===== src/design/stiru_pkg.sv =====
// Package for the slot table insert/remove unit.
// Holds default sizes, operation and status codes, stream field layout and the sequencer states.
// No dependencies.
package stiru_pkg;

    // Default sizes handed to the top level parameters.
    localparam int DEF_DEPTH      = 8;
    localparam int DEF_VALUE_BITS = 16;

    // Fixed field widths of the request and result.
    localparam int KIND_W    = 2;
    localparam int VALUE_W   = 16;
    localparam int POS_W     = 3;
    localparam int COUNT_W   = 4;
    localparam int STATUS_W  = 2;
    localparam int CHANGED_W = 4;
    localparam int FIRST_W   = 3;

    // Packed stream widths, rounded up to whole bytes.
    localparam int S_TDATA_W = 24;
    localparam int M_TDATA_W = 16;

    // Operation codes carried on s_tuser.
    localparam logic [KIND_W-1:0] KIND_INS_FIRST = 2'd0;
    localparam logic [KIND_W-1:0] KIND_INS_POS   = 2'd1;
    localparam logic [KIND_W-1:0] KIND_REM_FIRST = 2'd2;
    localparam logic [KIND_W-1:0] KIND_REM_COUNT = 2'd3;

    // Result status codes.
    localparam logic [STATUS_W-1:0] STAT_DONE      = 2'd0;
    localparam logic [STATUS_W-1:0] STAT_BUSY      = 2'd1;
    localparam logic [STATUS_W-1:0] STAT_NOT_FOUND = 2'd2;

    // Sequencer states.
    typedef enum logic [1:0] {
        ST_IDLE,
        ST_INS_SCAN,
        ST_REM_SCAN,
        ST_RESP
    } state_t;

endpackage


===== src/design/stiru_ram.sv =====
// Generic single-port-write, single-port-read RAM with a registered read.
// Used for the slot value store; no dependencies.
module stiru_ram #(
    parameter int WIDTH = 16,
    parameter int DEPTH = 8,
    localparam int ADDR_W = (DEPTH > 1) ? $clog2(DEPTH) : 1
) (
    input  logic                     aclk,
    input  logic                     wr_en,
    input  logic [ADDR_W-1:0]        wr_addr,
    input  logic [WIDTH-1:0]         wr_data,
    input  logic [ADDR_W-1:0]        rd_addr,
    output logic [WIDTH-1:0]         rd_data
);

    logic [WIDTH-1:0] mem [DEPTH];

    // Write port and registered read port.
    always_ff @(posedge aclk) begin
        if (wr_en) begin
            mem[wr_addr] <= wr_data;
        end
        rd_data <= mem[rd_addr];
    end

endmodule


===== src/design/slot_table_insert_remove_unit.sv =====
// Slot table insert/remove unit: top level with the sequencer, used marks and result register.
// Depends on stiru_pkg and on stiru_ram for the slot values.
//
// Usage:
// Requests arrive on the s_ stream: s_tuser carries the operation (insert at the lowest free
// slot, insert at a given slot, remove the first match, remove up to count matches) and
// s_tdata carries value, position and count. Every request gives exactly one result on the
// m_ stream: status, number of slots changed and the first slot changed.
// The block handles one request at a time; s_tready is high only while it is idle.
// A single compare unit walks the table one slot per cycle under a small sequencer.
// Insert at the lowest free slot walks the used marks from slot 0 up to the first free
// slot, refusing when the last slot is used too. Removal reads the value store through
// its registered port and ends early once count matches are freed. Insert at a position
// and removal with count zero finish in the acceptance cycle. The result is then held
// until m_tready is high, and the block returns to idle before the next acceptance.
// A stalled m_tready holds the result and keeps s_tready low.
// Reset (aresetn low, synchronous) marks every slot free and idles the sequencer.
module slot_table_insert_remove_unit
    import stiru_pkg::*;
#(
    parameter int DEPTH      = DEF_DEPTH,
    parameter int VALUE_BITS = DEF_VALUE_BITS
) (
    input  logic                  aclk,
    input  logic                  aresetn,
    input  logic                  s_tvalid,
    output logic                  s_tready,
    input  logic [S_TDATA_W-1:0]  s_tdata,   // value [15:0], position [18:16], count [22:19]
    input  logic [KIND_W-1:0]     s_tuser,   // kind [1:0]
    output logic                  m_tvalid,
    input  logic                  m_tready,
    output logic [M_TDATA_W-1:0]  m_tdata    // status [1:0], changed [5:2], first_slot [8:6]
);
    localparam int IDX_W = (DEPTH > 1) ? $clog2(DEPTH) : 1;
    localparam logic [IDX_W-1:0] LAST_IDX = IDX_W'(DEPTH - 1);

    // Request fields.
    logic [VALUE_W-1:0]    in_value;
    logic [POS_W-1:0]      in_pos;
    logic [COUNT_W-1:0]    in_count;
    logic [VALUE_BITS-1:0] in_val_w;
    logic [COUNT_W-1:0]    in_limit;
    logic                  in_accept;
    logic                  pos_ok;
    logic                  pos_free;

    // Sequencer and datapath registers.
    state_t                state_reg, state_next;
    logic [IDX_W-1:0]      scan_idx_reg, scan_idx_next;
    logic [IDX_W-1:0]      cmp_idx_reg, cmp_idx_next;
    logic                  cmp_vld_reg, cmp_vld_next;
    logic                  issue_done_reg, issue_done_next;
    logic [DEPTH-1:0]      used_reg, used_next;
    logic [VALUE_BITS-1:0] val_reg, val_next;
    logic [COUNT_W-1:0]    limit_reg, limit_next;
    logic [CHANGED_W-1:0]  freed_reg, freed_next;
    logic [FIRST_W-1:0]    first_reg, first_next;
    logic [STATUS_W-1:0]   status_reg, status_next;
    logic [CHANGED_W-1:0]  changed_reg, changed_next;

    // Value store port.
    logic                  wr_en;
    logic [IDX_W-1:0]      wr_addr;
    logic [VALUE_BITS-1:0] rd_data;

    // Compare unit.
    logic                  hit;
    logic [CHANGED_W-1:0]  freed_inc;
    logic                  rem_stop;

    assign in_value  = s_tdata[15:0];
    assign in_pos    = s_tdata[18:16];
    assign in_count  = s_tdata[22:19];
    assign in_val_w  = VALUE_BITS'(in_value);
    assign in_limit  = (s_tuser == KIND_REM_FIRST) ? COUNT_W'(1) : in_count;
    assign in_accept = s_tvalid && s_tready;
    assign pos_ok    = int'(in_pos) < DEPTH;
    assign pos_free  = !used_reg[IDX_W'(in_pos)];

    // The shared compare: a used slot whose stored value matches the request value.
    assign hit       = cmp_vld_reg && used_reg[cmp_idx_reg] && (rd_data == val_reg);
    assign freed_inc = freed_reg + CHANGED_W'(1);
    assign rem_stop  = cmp_vld_reg && ((hit && freed_inc == limit_reg) || cmp_idx_reg == LAST_IDX);

    stiru_ram #(
        .WIDTH (VALUE_BITS),
        .DEPTH (DEPTH)
    ) u_values (
        .aclk    (aclk),
        .wr_en   (wr_en),
        .wr_addr (wr_addr),
        .wr_data (val_next),
        .rd_addr (scan_idx_reg),
        .rd_data (rd_data)
    );

    // Next-state logic of the sequencer.
    always_comb begin
        state_next = state_reg;
        case (state_reg)
            ST_IDLE: begin
                if (in_accept) begin
                    case (s_tuser)
                        KIND_INS_FIRST: state_next = ST_INS_SCAN;
                        KIND_INS_POS:   state_next = ST_RESP;
                        default:        state_next = (in_limit == '0) ? ST_RESP : ST_REM_SCAN;
                    endcase
                end
            end
            ST_INS_SCAN: begin
                if (!used_reg[scan_idx_reg] || scan_idx_reg == LAST_IDX) begin
                    state_next = ST_RESP;
                end
            end
            ST_REM_SCAN: begin
                if (rem_stop) begin
                    state_next = ST_RESP;
                end
            end
            ST_RESP: begin
                if (m_tready) begin
                    state_next = ST_IDLE;
                end
            end
            default: state_next = ST_IDLE;
        endcase
    end

    // Datapath updates driven by the sequencer.
    always_comb begin
        scan_idx_next   = scan_idx_reg;
        cmp_idx_next    = cmp_idx_reg;
        cmp_vld_next    = 1'b0;
        issue_done_next = issue_done_reg;
        used_next       = used_reg;
        val_next        = val_reg;
        limit_next      = limit_reg;
        freed_next      = freed_reg;
        first_next      = first_reg;
        status_next     = status_reg;
        changed_next    = changed_reg;
        wr_en           = 1'b0;
        wr_addr         = scan_idx_reg;
        case (state_reg)
            ST_IDLE: begin
                if (in_accept) begin
                    val_next        = in_val_w;
                    limit_next      = in_limit;
                    scan_idx_next   = '0;
                    issue_done_next = 1'b0;
                    freed_next      = '0;
                    first_next      = '0;
                    status_next     = STAT_DONE;
                    changed_next    = '0;
                    if (s_tuser == KIND_INS_POS) begin
                        // Direct insert: only into a free slot inside the table.
                        if (pos_ok && pos_free) begin
                            wr_en                     = 1'b1;
                            wr_addr                   = IDX_W'(in_pos);
                            used_next[IDX_W'(in_pos)] = 1'b1;
                            changed_next              = CHANGED_W'(1);
                            first_next                = in_pos;
                        end else begin
                            status_next = STAT_BUSY;
                        end
                    end
                end
            end
            ST_INS_SCAN: begin
                // Walk the used marks until a free slot turns up or the last slot is reached.
                if (!used_reg[scan_idx_reg]) begin
                    wr_en                   = 1'b1;
                    used_next[scan_idx_reg] = 1'b1;
                    status_next             = STAT_DONE;
                    changed_next            = CHANGED_W'(1);
                    first_next              = FIRST_W'(scan_idx_reg);
                end else if (scan_idx_reg == LAST_IDX) begin
                    status_next = STAT_BUSY;
                end else begin
                    scan_idx_next = scan_idx_reg + IDX_W'(1);
                end
            end
            ST_REM_SCAN: begin
                // Issue one read per cycle; the compare runs in the cycle after each read is issued.
                cmp_vld_next = !issue_done_reg;
                cmp_idx_next = scan_idx_reg;
                if (!issue_done_reg) begin
                    if (scan_idx_reg == LAST_IDX) begin
                        issue_done_next = 1'b1;
                    end else begin
                        scan_idx_next = scan_idx_reg + IDX_W'(1);
                    end
                end
                if (hit) begin
                    used_next[cmp_idx_reg] = 1'b0;
                    freed_next             = freed_inc;
                    if (freed_reg == '0) begin
                        first_next = FIRST_W'(cmp_idx_reg);
                    end
                end
                if (rem_stop) begin
                    status_next  = (freed_next == '0) ? STAT_NOT_FOUND : STAT_DONE;
                    changed_next = freed_next;
                end
            end
            ST_RESP: begin
            end
            default: begin
            end
        endcase
    end

    // Control registers.
    always_ff @(posedge aclk) begin
        if (!aresetn) begin
            state_reg      <= ST_IDLE;
            used_reg       <= '0;
            cmp_vld_reg    <= 1'b0;
            issue_done_reg <= 1'b0;
        end else begin
            state_reg      <= state_next;
            used_reg       <= used_next;
            cmp_vld_reg    <= cmp_vld_next;
            issue_done_reg <= issue_done_next;
        end
    end

    // Payload registers.
    always_ff @(posedge aclk) begin
        scan_idx_reg <= scan_idx_next;
        cmp_idx_reg  <= cmp_idx_next;
        val_reg      <= val_next;
        limit_reg    <= limit_next;
        freed_reg    <= freed_next;
        first_reg    <= first_next;
        status_reg   <= status_next;
        changed_reg  <= changed_next;
    end

    // Stream outputs.
    assign s_tready = (state_reg == ST_IDLE);
    assign m_tvalid = (state_reg == ST_RESP);
    assign m_tdata  = {7'b0, first_reg, changed_reg, status_reg};

`ifndef ASSERT_OFF
    // No new request is taken while a result waits.
    a_busy_excl: assert property (@(posedge aclk) disable iff (!aresetn)
        m_tvalid |-> !s_tready)
        else $error("request accepted while a result is pending");

    // A miss changes no slot.
    a_not_found: assert property (@(posedge aclk) disable iff (!aresetn)
        (m_tvalid && status_reg == STAT_NOT_FOUND) |-> (changed_reg == '0 && first_reg == '0))
        else $error("not-found result reports changed slots");

    // A refused insert changes no slot.
    a_refused: assert property (@(posedge aclk) disable iff (!aresetn)
        (m_tvalid && status_reg == STAT_BUSY) |-> (changed_reg == '0 && first_reg == '0))
        else $error("refused insert reports changed slots");

    // The removal scan never runs past its limit.
    a_freed_bound: assert property (@(posedge aclk) disable iff (!aresetn)
        (state_reg == ST_REM_SCAN) |-> (freed_reg < limit_reg))
        else $error("removal freed more slots than allowed");

    // A free slot found by the insert scan is marked used on the next cycle.
    a_insert_mark: assert property (@(posedge aclk) disable iff (!aresetn)
        (state_reg == ST_INS_SCAN && !used_reg[scan_idx_reg]) |=> used_reg[$past(scan_idx_reg)])
        else $error("inserted slot not marked used");
`endif

endmodule

===== config.mk =====
export PLATFORM = sky130hd
export DESIGN_NAME = slot_table_insert_remove_unit
export DESIGN_NICKNAME = d
export VERILOG_FILES = /design/src/design/stiru_pkg.sv /design/src/design/stiru_ram.sv /design/src/design/slot_table_insert_remove_unit.sv
export SDC_FILE = /design/constraint.sdc
export NUM_CORES = 1
export LEC_CHECK = 0
export ABC_AREA = 0
export BUFFER_PORTS_ARGS = -buffer_cell sky130_fd_sc_hd__buf_2
export CORE_MARGIN = 4
export CORE_UTILIZATION = 40
export CTS_CLUSTER_DIAMETER = 60
export CTS_CLUSTER_SIZE = 12
export DETAILED_ROUTE_END_ITERATION = 6
export PLACE_DENSITY = 0.53
export SKIP_LAST_GASP = 1
export SLEW_MARGIN = 15
export SYNTH_ARGS = -nofsm -noshare
export SYNTH_HDL_FRONTEND = slang
export SYNTH_SLANG_ARGS = --single-unit

===== constraint.sdc =====
create_clock -name aclk -period 4 [get_ports aclk]
set_input_delay 0.4 -clock aclk [delete_from_list [all_inputs] [get_ports aclk]]
set_output_delay 0.4 -clock aclk [all_outputs]
set_load 0.01 [all_outputs]

# After elaboration in Yosys (flattened, before gate mapping)
# Memories as Yosys holds them, arrays and structs flattened. A register that Yosys moved wholly into a read port is not among the register bits.
# Index checks and enable logic that the tools add are counted.
# op_classes
order_cmp	6
bitwise	4
add_sub_neg	2
eq_ne	21
n_reduce_logical	28
mux	73
# op_table
cell	n
3-bit two-way mux	14
8-bit two-way mux	5
16-bit two-way mux	2
4-bit two-way mux	7
8-bit one-hot mux with 3 select lines	1
1-bit two-way mux	20
2-bit two-way mux	9
3-bit one-hot mux with 3 select lines	2
16-bit equality test	1
2-bit != test, second input constant	8
8-bit bitwise OR	2
4-bit AND reduction	4
4-bit logical NOT	3
3-bit by 4-bit < comparator with 1-bit output, second input constant	3
4-bit one-hot mux with 3 select lines	1
1-bit binary-select mux with 3-bit select	3
1-bit demux with 3-bit select	3
3-bit by 1-bit >= comparator with 1-bit output, second input constant	3
8-bit AND	1
1-bit logical AND	8
8-bit NOT	1
2-bit one-hot mux with 4 select lines	1
4-bit one-hot mux with 2 select lines	1
2-bit equality test, second input constant	3
other kinds (18)	28
# totals
mem_count	1
reg_bits	51
output_inout_bits	18
mem_bits_rw	128
# mem_list
name	words	word_bits	read_ports	rd_ports_with_merged_regs	wr	line	source
u_values.mem	8	16	1	1	1	stiru_ram.sv:16	logic [WIDTH-1:0] mem [DEPTH];

# Longest topological paths before layout
# Gate-level depths: netlist (run 1).
# logic_depth
depth_word	10
depth_mapped	8
depth_no_buf	8

# Cells and area by module
# From an unflattened synthesis (run 1), not the netlist that was laid out.
# hier_totals
hier_cells	525
hier_area_um2	8398.1
# by_module_without_submodules
mod	seq_area_each_um2	n_inst	cells_each	area_per_inst_um2
stiru_ram	4164.0	1	214	5293.8
slot_table_insert_remove_unit	1251.2	1	311	3104.2

# Worst setup path before layout (run 1)
# OpenSTA, ideal clock, no wires.
# synth_timing
path_type	input port to flip-flop
startpoint	input port s_tdata[16]
endpoint	memory u_values.mem[0][0], enable pin
stages	6
required_time_ns	3.612
path_slack_ns	1.130
t_arrival_ns	2.482
setup_ns	0.388
cell_sequence	mux2_2 a2bb2oi_1 and2_1 nor3_4 mux2_2 nor2_1
# synth_between
elab_chain_cells	8
# synth_lines
element	line	source
start, declared	slot_table_insert_remove_unit.sv:28	input logic [S_TDATA_W-1:0] s_tdata,
1-bit binary-select mux with 3-bit select	slot_table_insert_remove_unit.sv:78	assign pos_free = !used_reg[IDX_W'(in_pos)];
1-bit two-way mux (not written as such)	slot_table_insert_remove_unit.sv:78	
1-bit two-way mux	slot_table_insert_remove_unit.sv:157	if (pos_ok && pos_free) begin
1-bit two-way mux	slot_table_insert_remove_unit.sv:155	if (s_tuser == KIND_INS_POS) begin
1-bit two-way mux	slot_table_insert_remove_unit.sv:146	if (in_accept) begin
1-bit one-hot mux with 2 select lines	slot_table_insert_remove_unit.sv:144	case (state_reg)
1-bit two-way mux	stiru_ram.sv:20	if (wr_en) begin
1-bit two-way mux (not written as such)	stiru_ram.sv:21	mem[wr_addr] <= wr_data;
end, declared	stiru_ram.sv:16	
# Parallel ways exist; a longest one is shown, timed or not. The select of a mux whose other input is x is not followed.

# Worst setup path in the final report (run 1)
# layout_timing
startpoint	register scan_idx_reg[2]
endpoint	memory u_values.mem[0][8], enable pin
# layout_between
elab_chain_cells	6
# layout_lines
element	line	source
start, declared	slot_table_insert_remove_unit.sv:49	logic [IDX_W-1:0] scan_idx_reg, scan_idx_next;
start signal, assigned	slot_table_insert_remove_unit.sv:230	scan_idx_reg <= scan_idx_next;
1-bit binary-select mux with 3-bit select	slot_table_insert_remove_unit.sv:171	if (!used_reg[scan_idx_reg]) begin
1-bit two-way mux (not written as such)	slot_table_insert_remove_unit.sv:171	
1-bit two-way mux	slot_table_insert_remove_unit.sv:171	
1-bit one-hot mux with 2 select lines	slot_table_insert_remove_unit.sv:144	
1-bit two-way mux	stiru_ram.sv:20	
1-bit two-way mux (not written as such)	stiru_ram.sv:21	
# Parallel ways exist; a longest one is shown, timed or not. The select of a mux whose other input is x is not followed.

==> metrics.cfg, run 1 <==
[run_status]
status=complete, no violations

[cells_and_area]
drive_gt1_share_pct=27.6
mostFrequentLayoutCells=edfxtp_1 (151), dfxtp_1 (44), mux2_2 (40)
final_common_cell=edfxtp_1
final_util_pct=46.2
diodes=0
fillers=1770
area_delta_synth_final_pct=13.3
finalNetCount=613
largest_reg_flops=128
fin_area_um2=9340

[min_path]
whs_path_depth=2
min-delay-start=s_tdata[21]
hold_end=limit_reg[2]
hold_class=in2reg

[sta]
min_period_ps=2860
setup_viol=0
fin_ws_ps=1140
finalCritPeriodShare_pct=71.5
worst_pin_slew_ps=893
hold_viol_final=0
slew-limit-headroom_pct=40.0
report.final.slew_viol_count=0
fin_setup_tns_ps=0
fin_skew_ps=11.1
rsz0062_at_grt=false
max_freq_ghz=0.350

[flow_run]
cap_violations=0

[place]
io_buffers=39
postPlaceCellArea_um2=8750
gp_congestion=0.821
dp_hpwl_um=10700
preCtsSetupSlack_ps=1030

[floorplanning]
die_h_um=152
core_um2=20200
dieArea_um2=23000
rows=52
die_w_um=152
io-pin-count=48
start_util_pct=40.8

[synth]
synth_area_um2=8250
synth_cell_types=52
yosys_register_bits=195
seq_area_frac_synth_pct=65.7
synth_edf_count=151
yosys_warnings=0
netlist_instances=528
ys.flop_type=edfxtp_1
async_reset_ff_share_pct=0
syn_avg_cell_area_um2=15.6

[detailed_routing]
vias=4500
wl_met2_um=8650
avgViaCountPerCell=5.24
top_layer=met4
drt_iter0_drc=222
wl_um=17100
drtAntennaViolNets=0
firstDrtPassIters=4
wl_per_cell_um=19.9
wirelength_met1_um=7660
wl_met3_um=555
drcViolationCount=0

[setup_path]
cp.arrival_ps=2950
timing.rr.start=scan_idx_reg[2]
max_stage_delay_ps=810
cpMaxStageDelayCell=edfxtp_1
r2r_slack_ps=1140
rr_worst_depth=7
crit_chain=nand2b_1 > o22ai_1 > a211oi_4 > nand3b_1 > mux2_2 > nor2_1 > buf_4
required_ps=4090
path_class=reg2reg
crit_fanout=16
crit_path_start_kind=register
reg2reg_to=u_values.mem[0][8]
crit_path_end_kind=register

[clock_network]
root_buffer=clkbuf_16
cts_buffers=17
clk_path_buf_depth=2
holdBufCountCts=0
cts.sinks=195
clkTransAtPathRegs_ps=70
htreeDepth=4
ctsResizeCount=0
cts_tree=built
cts_setup_buffers=0
worstSkewPairLatency_ps=430

[grt]
gr-total-overflow=0
grt_max_degree=41
antenna_found_initial=0
grt_pass1_vias=4695
grt_pass1_wl_um=26400
track_usage_pct=15.6

[pwr]
powerDensity_nw_per_um2=738
p_leak_nw=3.17
vdd_drop_max_uv=465

stage by stage:
stage	hold WS (ps)	instances	total power, W
6_report	269	858	0.00690
5_1_grt	246	858	0.00729
4_1_cts	248	858	0.00698
3_5_place_dp	453	826	0.00528
3_3_place_gp	448	826	0.00522
2_1_floorplan	426	534	0.00468
Yosys cell counts (4+ instances only):
library cell	n	area share, %
nor2_1	28	1.3
edfxtp_1	151	55
nor4_1	6	0.46
xnor2_1	21	2.2
a22o_1	5	0.53
mux2_2	40	5.5
nand2_1	39	1.8
nand2b_1	9	0.68
a21oi_1	12	0.73
dfxtp_1	44	11
o22ai_1	8	0.61
ha_1	8	1.2
clkbuf_1	15	0.68
o21ai_0	5	0.30
xor2_1	6	0.64
and2_1	7	0.53
buf_2	4	0.24
nor2b_1	4	0.30
inv_1	10	0.46
mux4_2	32	8.7
o31a_1	4	0.42
buf_4	8	0.73
mux2i_1	12	1.5
nand4_1	5	0.38
nand3_1	5	0.30
nor3_1	4	0.24
how the worst max path moves through the flow:
stage,startpoint,end,slack (ps),depth (start not counted)
floorplan,s_tdata[16],u_values.mem[0][0],1130,6
global placement,s_tdata[16],u_values.mem[0][9],1070,8
detailed placement,s_tdata[16],u_values.mem[0][11],1030,8
CTS,scan_idx_reg[2],u_values.mem[0][8],1110,7
global route,scan_idx_reg[2],u_values.mem[4][4],970,7
finish,scan_idx_reg[2],u_values.mem[0][8],1140,7
layer usage:
metal	track usage, %	vias to the layer above
li1	-	2101
met3	3.42	16
met2	27.3	76
met1	19.8	2307
met5	0	-
met4	4.13	0
worst max-delay path: cells and delay by family, from the launching register on:
family	cells	cell delay, ps
compound gates	2	530
simple gates	3	500
buf+inv	1	330
mux	1	330
flops	1	810
kinds of logic after synthesis:
family | synth area share [%]
AO/OA/AOI/OAI | 4.82
buffers and inverters | 2.38
XOR/XNOR | 2.87
AND/OR/NAND/NOR | 7.18
adder cells (fa/ha/maj) | 1.21
other | 0.0455
multiplexers | 15.8
flip-flops | 65.7
power breakdown:
part           switching, W  internal [W]
sequential         0.000271       0.00286
clock              0.000806      0.000896
combinational       0.00114      0.000927
total               0.00222       0.00468
final cells by class:
cell class | instances | area, µm² | share of cell area, %
sequential | 195 | 5420 | 58.0
multi-input combinational | 298 | 2660 | 28.5
clock buffer | 18 | 429 | 4.59
tap | 270 | 338 | 3.62
timing repair buffer | 52 | 293 | 3.13
clock inverter | 14 | 166 | 1.78
inverter | 11 | 41.3 | 0.442
(Power assumes the default switching activity.)
==> run 2, diff against run 1 <==
==> constraint.sdc (replaced) <==
create_clock -name aclk -period 2.9 [get_ports aclk]
set_input_delay 0.29 -clock aclk [delete_from_list [all_inputs] [get_ports aclk]]
set_output_delay 0.29 -clock aclk [all_outputs]
set_load 0.01 [all_outputs]
==> run 2 against run 1 <==
Net effect: global-route usage increased by 0.56 points; worst hold slack worse by 110 ps; maximum frequency grew 14%; sequential cell count stayed put; count of clock-buffer cells in the layout increased by 1; final cell count rose by 1.0%; sequential power increased by 37%; wire length rose by 2.8%; power rose by 40%; sequential share of layout area is 1.0 points lower; combinational power grew 44%; largest power group unchanged; highest routed layer unchanged.
==> metrics.cfg, run 2 (synthesized netlist as in run 1, its figures left out) <==
[place]
dp_hpwl_um=11300  ; +6.2%
gp_congestion=0.860  ; +4.7%
io_buffers=39  ; unchanged
preCtsSetupSlack_ps=230  ; -799 ps

[clock_network]
clkTransAtPathRegs_ps=70  ; about the same
cts_setup_buffers=0  ; unchanged
cts_tree=built
ctsResizeCount=0  ; unchanged
worstSkewPairLatency_ps=430  ; about the same
root_buffer=clkbuf_16
holdBufCountCts=0  ; unchanged
clk_path_buf_depth=2  ; unchanged
cts.sinks=195  ; unchanged
cts_buffers=17  ; unchanged
htreeDepth=4  ; unchanged

[cells_and_area]
fillers=1751  ; -1.1%
finalNetCount=622  ; +1.5%
area_delta_synth_final_pct=15.3
final_common_cell=edfxtp_1
largest_reg_flops=128  ; unchanged
drive_gt1_share_pct=28.5  ; +0.92 points
diodes=0  ; unchanged
mostFrequentLayoutCells=edfxtp_1 (151), dfxtp_1 (44), mux2_2 (40)
final_util_pct=47.0  ; +0.82 points

[grt]
gr-total-overflow=0  ; unchanged
grt_pass1_vias=4754  ; +1.3%
antenna_found_initial=0  ; unchanged
grt_max_degree=24  ; -41%
grt_pass1_wl_um=27400  ; +4.0%
track_usage_pct=16.2  ; +0.56 points

[sta]
setup_viol=0  ; unchanged
fin_ws_ps=383  ; -756 ps
fin_skew_ps=16.3  ; +5.18 ps
fin_setup_tns_ps=0  ; unchanged
rsz0062_at_grt=false
worst_pin_slew_ps=572  ; -321 ps
hold_viol_final=0  ; unchanged
slew-limit-headroom_pct=61.5  ; +21 points
max_freq_ghz=0.397  ; +14%
report.final.slew_viol_count=0  ; unchanged
finalCritPeriodShare_pct=86.8  ; +15 points
whs_ps=157  ; -113 ps
min_period_ps=2520  ; -344 ps

[detailed_routing]
drt_iter0_drc=287  ; +29%
drcViolationCount=0  ; unchanged
firstDrtPassIters=4  ; unchanged
wl_per_cell_um=20.3  ; +1.7%
wl_um=17600  ; +2.8%
vias=4531  ; +0.69%
drtAntennaViolNets=0  ; unchanged
avgViaCountPerCell=5.23  ; -0.36%

[setup_path]
crit_path_start_kind=register
crit_fanout=10  ; -6
path_class=reg2reg
crit_path_end_kind=register
timing.rr.start=cmp_idx_reg[2]
required_ps=3000  ; -1090 ps
r2r_slack_ps=380  ; -760 ps
cp.arrival_ps=2620  ; -330 ps
rr_worst_depth=6  ; -1
crit_path_start=cmp_idx_reg[2]
reg2reg_to=changed_reg[3]

[floorplanning]
core_um2=20200  ; unchanged
start_util_pct=40.8  ; unchanged
dieArea_um2=23000  ; unchanged
io-pin-count=48  ; unchanged
die_w_um=152  ; unchanged
rows=52  ; unchanged
die_h_um=152  ; unchanged

[pwr]
powerDensity_nw_per_um2=1010  ; +37%
p_leak_nw=3.23  ; +2.1%
vdd_drop_max_uv=522  ; +12%

[run_status]
status=complete, no violations

[min_path]
min-delay-start=s_tdata[19]
whs_path_depth=2  ; unchanged
hold_end=limit_reg[0]
hold_class=in2reg

[flow_run]
cap_violations=0  ; unchanged

-- run 2: layer usage --
| layer | vias to the layer above | global-route usage (%) | part of all wire, % |
|---|---|---|---|
| li1 | 2119 | - | - |
| met5 | - | 0 | 0 |
| met2 | 98 | 26.9 | 50 |
| met1 | 2303 | 21.6 | 45 |
| met4 | 0 | 4.58 | 0.96 |
| met3 | 11 | 3.42 | 4.8 |
-- run 2: cell type report --
cell class / count / area, µm² / share of cell area [%]
Sequential cell: 195 / 5420 / 57.0
Multi-Input combinational cell: 298 / 2660 / 28.0
Timing Repair Buffer: 61 / 460 / 4.84
Clock buffer: 19 / 433 / 4.55
Tap cell: 270 / 338 / 3.55
Clock inverter: 13 / 161 / 1.70
Inverter: 11 / 41.3 / 0.434
-- run 2: worst max-delay path by stage --
stage,cells after the start,to
after floorplan,6,u_values.mem[0][0]
after global placement,8,u_values.mem[0][1]
after detailed placement,8,u_values.mem[0][1]
after CTS,6,changed_reg[3]
after global routing,6,changed_reg[3]
final,6,changed_reg[3]
-- run 2: through the flow --
step	total power, W	cells	cell area [µm²]
after floorplan	0.00645	534	8270
after global placement	0.00733	835	8910
after detailed placement	0.00740	835	8910
after CTS	0.00977	867	9510
after global routing	0.0102	867	9510
final	0.00964	867	9510
-- run 2: where the power goes --
| group | internal [W] | switching (W) | total (W) |
|---|---|---|---|
| registers | 0.00394 | 0.000345 | 0.00429 |
| clock network | 0.00124 | 0.00112 | 0.00237 |
| logic | 0.00135 | 0.00163 | 0.00298 |
| total | 0.00654 | 0.00310 | 0.00964 |
-- run 2: critical path, stage by stage (launching register included) --
cell and delay, ps:
edfxtp_1 550, mux2_2 290, o22ai_1 90, nor4_4 540, nand4_1 230, and2_1 230
nor2_1 260
==> run 3, diff against run 2 <==
--- a/config.mk
+++ b/config.mk
@@ -13,6 +13,7 @@
 export CTS_CLUSTER_SIZE = 12
 export DETAILED_ROUTE_END_ITERATION = 6
 export PLACE_DENSITY = 0.53
+export RECOVER_POWER = 50
 export SKIP_LAST_GASP = 1
 export SLEW_MARGIN = 15
 export SYNTH_ARGS = -nofsm -noshare
==> run 3 against run 2 <==
Net effect: sequential cell count stayed put; critical path depth stayed put; clock power hardly changed; combinational power is 2% lower; critical path type unchanged; critical endpoint is now used_reg[2]; highest routed layer unchanged.
==> metrics.cfg, run 3 (synthesized netlist as in run 1, its figures left out) <==
[detailed_routing]
wl_um=17600  ; about the same
firstDrtPassIters=4  ; unchanged
wl_per_cell_um=20.3  ; about the same
vias=4505  ; -0.57%
avgViaCountPerCell=5.20  ; -0.57%
drtAntennaViolNets=0  ; unchanged
drt_iter0_drc=289  ; +0.70%
drcViolationCount=0  ; unchanged

[place]
io_buffers=39  ; unchanged
gp_congestion=0.860  ; unchanged
dp_cells=835  ; unchanged
dp_hpwl_um=11300  ; unchanged

[setup_path]
path_class=reg2reg
cpMaxStageDelayCell=edfxtp_1
crit_buf_inv=1  ; +1
max_stage_delay_ps=530  ; -20 ps
crit_path_start_kind=register
crit_fanout=10  ; unchanged
crit_chain=mux2_1 > a211oi_1 > clkbuf_1 > o221ai_4 > a21oi_1 > a41oi_1
required_ps=3150  ; +150 ps
crit_path_end_kind=register
cp.arrival_ps=2850  ; +230 ps
path_delay_family=compound AO/OA/AOI/OAI gates

[pwr]
p_leak_nw=3.17  ; -1.8%
vdd_drop_max_uv=509  ; -2.4%
powerDensity_nw_per_um2=1010  ; -0.25%

[cells_and_area]
fillers=1765  ; +0.80%
drive_gt1_share_pct=22.8  ; -5.7 points
final_common_cell=edfxtp_1
area_delta_synth_final_pct=14.7
largest_reg_flops=128  ; unchanged
diodes=0  ; unchanged
finalNonFillerCells=867  ; unchanged
mostFrequentLayoutCells=edfxtp_1 (151), dfxtp_1 (44), nand2_1 (39)
finalNetCount=622  ; unchanged

[clock_network]
holdBufCountCts=0  ; unchanged
cts.sinks=195  ; unchanged
ctsResizeCount=0  ; unchanged
clk_path_buf_depth=2  ; unchanged
clkTransAtPathRegs_ps=70  ; about the same
worstSkewPairLatency_ps=430  ; about the same
cts_setup_buffers=0  ; unchanged
cts_buffers=17  ; unchanged
root_buffer=clkbuf_16
htreeDepth=4  ; unchanged
cts_tree=built

[sta]
worst_pin_slew_ps=942  ; +370 ps
fin_setup_tns_ps=0  ; unchanged
fin_skew_ps=15.3  ; -0.934 ps
min_period_ps=2600  ; +82.7 ps
setup_viol=0  ; unchanged
max_freq_ghz=0.385  ; -3.2%
hold_viol_final=0  ; unchanged
report.final.slew_viol_count=0  ; unchanged
rsz0062_at_grt=false
finalCritPeriodShare_pct=89.6  ; +2.9 points
slew-limit-headroom_pct=37.2  ; -24 points

[grt]
gr-total-overflow=0  ; unchanged
track_usage_pct=16.2  ; unchanged
grt_max_degree=24  ; unchanged
grt_pass1_wl_um=27400  ; unchanged
antenna_found_initial=0  ; unchanged
grt_pass1_vias=4754  ; unchanged

[floorplanning]
core_um2=20200  ; unchanged
io-pin-count=48  ; unchanged
die_w_um=152  ; unchanged
die_h_um=152  ; unchanged
dieArea_um2=23000  ; unchanged
rows=52  ; unchanged
start_util_pct=40.8  ; unchanged

[run_status]
status=complete, no violations

[flow_run]
cap_violations=0  ; unchanged

[min_path]
hold_class=in2reg

-- run 3: changes by cell type in the layout (fill, tap and decap cells not counted), sizes merged --
| cell | previous run | this run |
|---|---|---|
| buf | 61 | 44 |
| clkbuf | 19 | 36 |
-- run 3: cell type report --
class                           instances  area, µm²  area share (%)
Clock buffer                           19        433            4.58
Clock inverter                         13        161            1.71
Inverter                               11       41.3           0.437
Multi-Input combinational cell        298       2640            27.9
Sequential cell                       195       5420            57.2
Tap cell                              270        338            3.57
Timing Repair Buffer                   61        428            4.52
-- run 3: per-layer routing --
metal / global-route usage (%) / routed length [µm] / up-vias
met5: 0 / 0 / -
met4: 4.58 / 152 / 0
met3: 3.42 / 704 / 8
met2: 26.9 / 8770 / 87
met1: 21.6 / 7970 / 2293
li1: - / - / 2117
-- run 3: path summary, 6_finish.rpt --
kind                   start      endpoint  slack (ps)  depth (start not counted)
min              s_tdata[19]  limit_reg[0]         160                          2
max          scan_idx_reg[0]   used_reg[2]         300                          6
min reg2reg   issue_done_reg   cmp_vld_reg         480                          1
max reg2reg  scan_idx_reg[0]   used_reg[2]         300                          6
-- run 3: worst register-to-register path: cells and delay by family (launching register included) --
kind,cells,cell delay [ps]
flops,1,530
compound gates,4,1160
mux,1,390
buf+inv,1,340
-- run 3: power breakdown --
| group | switching (W) | leakage (nW) | internal (W) |
|---|---|---|---|
| registers | 0.000346 | 1.75 | 0.00394 |
| logic | 0.00163 | 1.13 | 0.00128 |
| clock network | 0.00112 | 0.288 | 0.00124 |
| total | 0.00310 | 3.17 | 0.00647 |
-- run 3: metrics by stage --
step | power (W) | instance area (µm²) | util (%) | worst slack [ps] | hold WS, ps
after floorplan | 0.00645 | 8270 | - | 140 | 426
after global placement | 0.00733 | 8910 | 44.1 | 261 | 451
after detailed placement | 0.00740 | 8910 | 44.1 | 230 | 459
after CTS | 0.00977 | 9510 | 47.0 | 363 | 141
after global routing | 0.0101 | 9460 | 46.7 | 127 | 151
final | 0.00956 | 9460 | 46.7 | 300 | 158
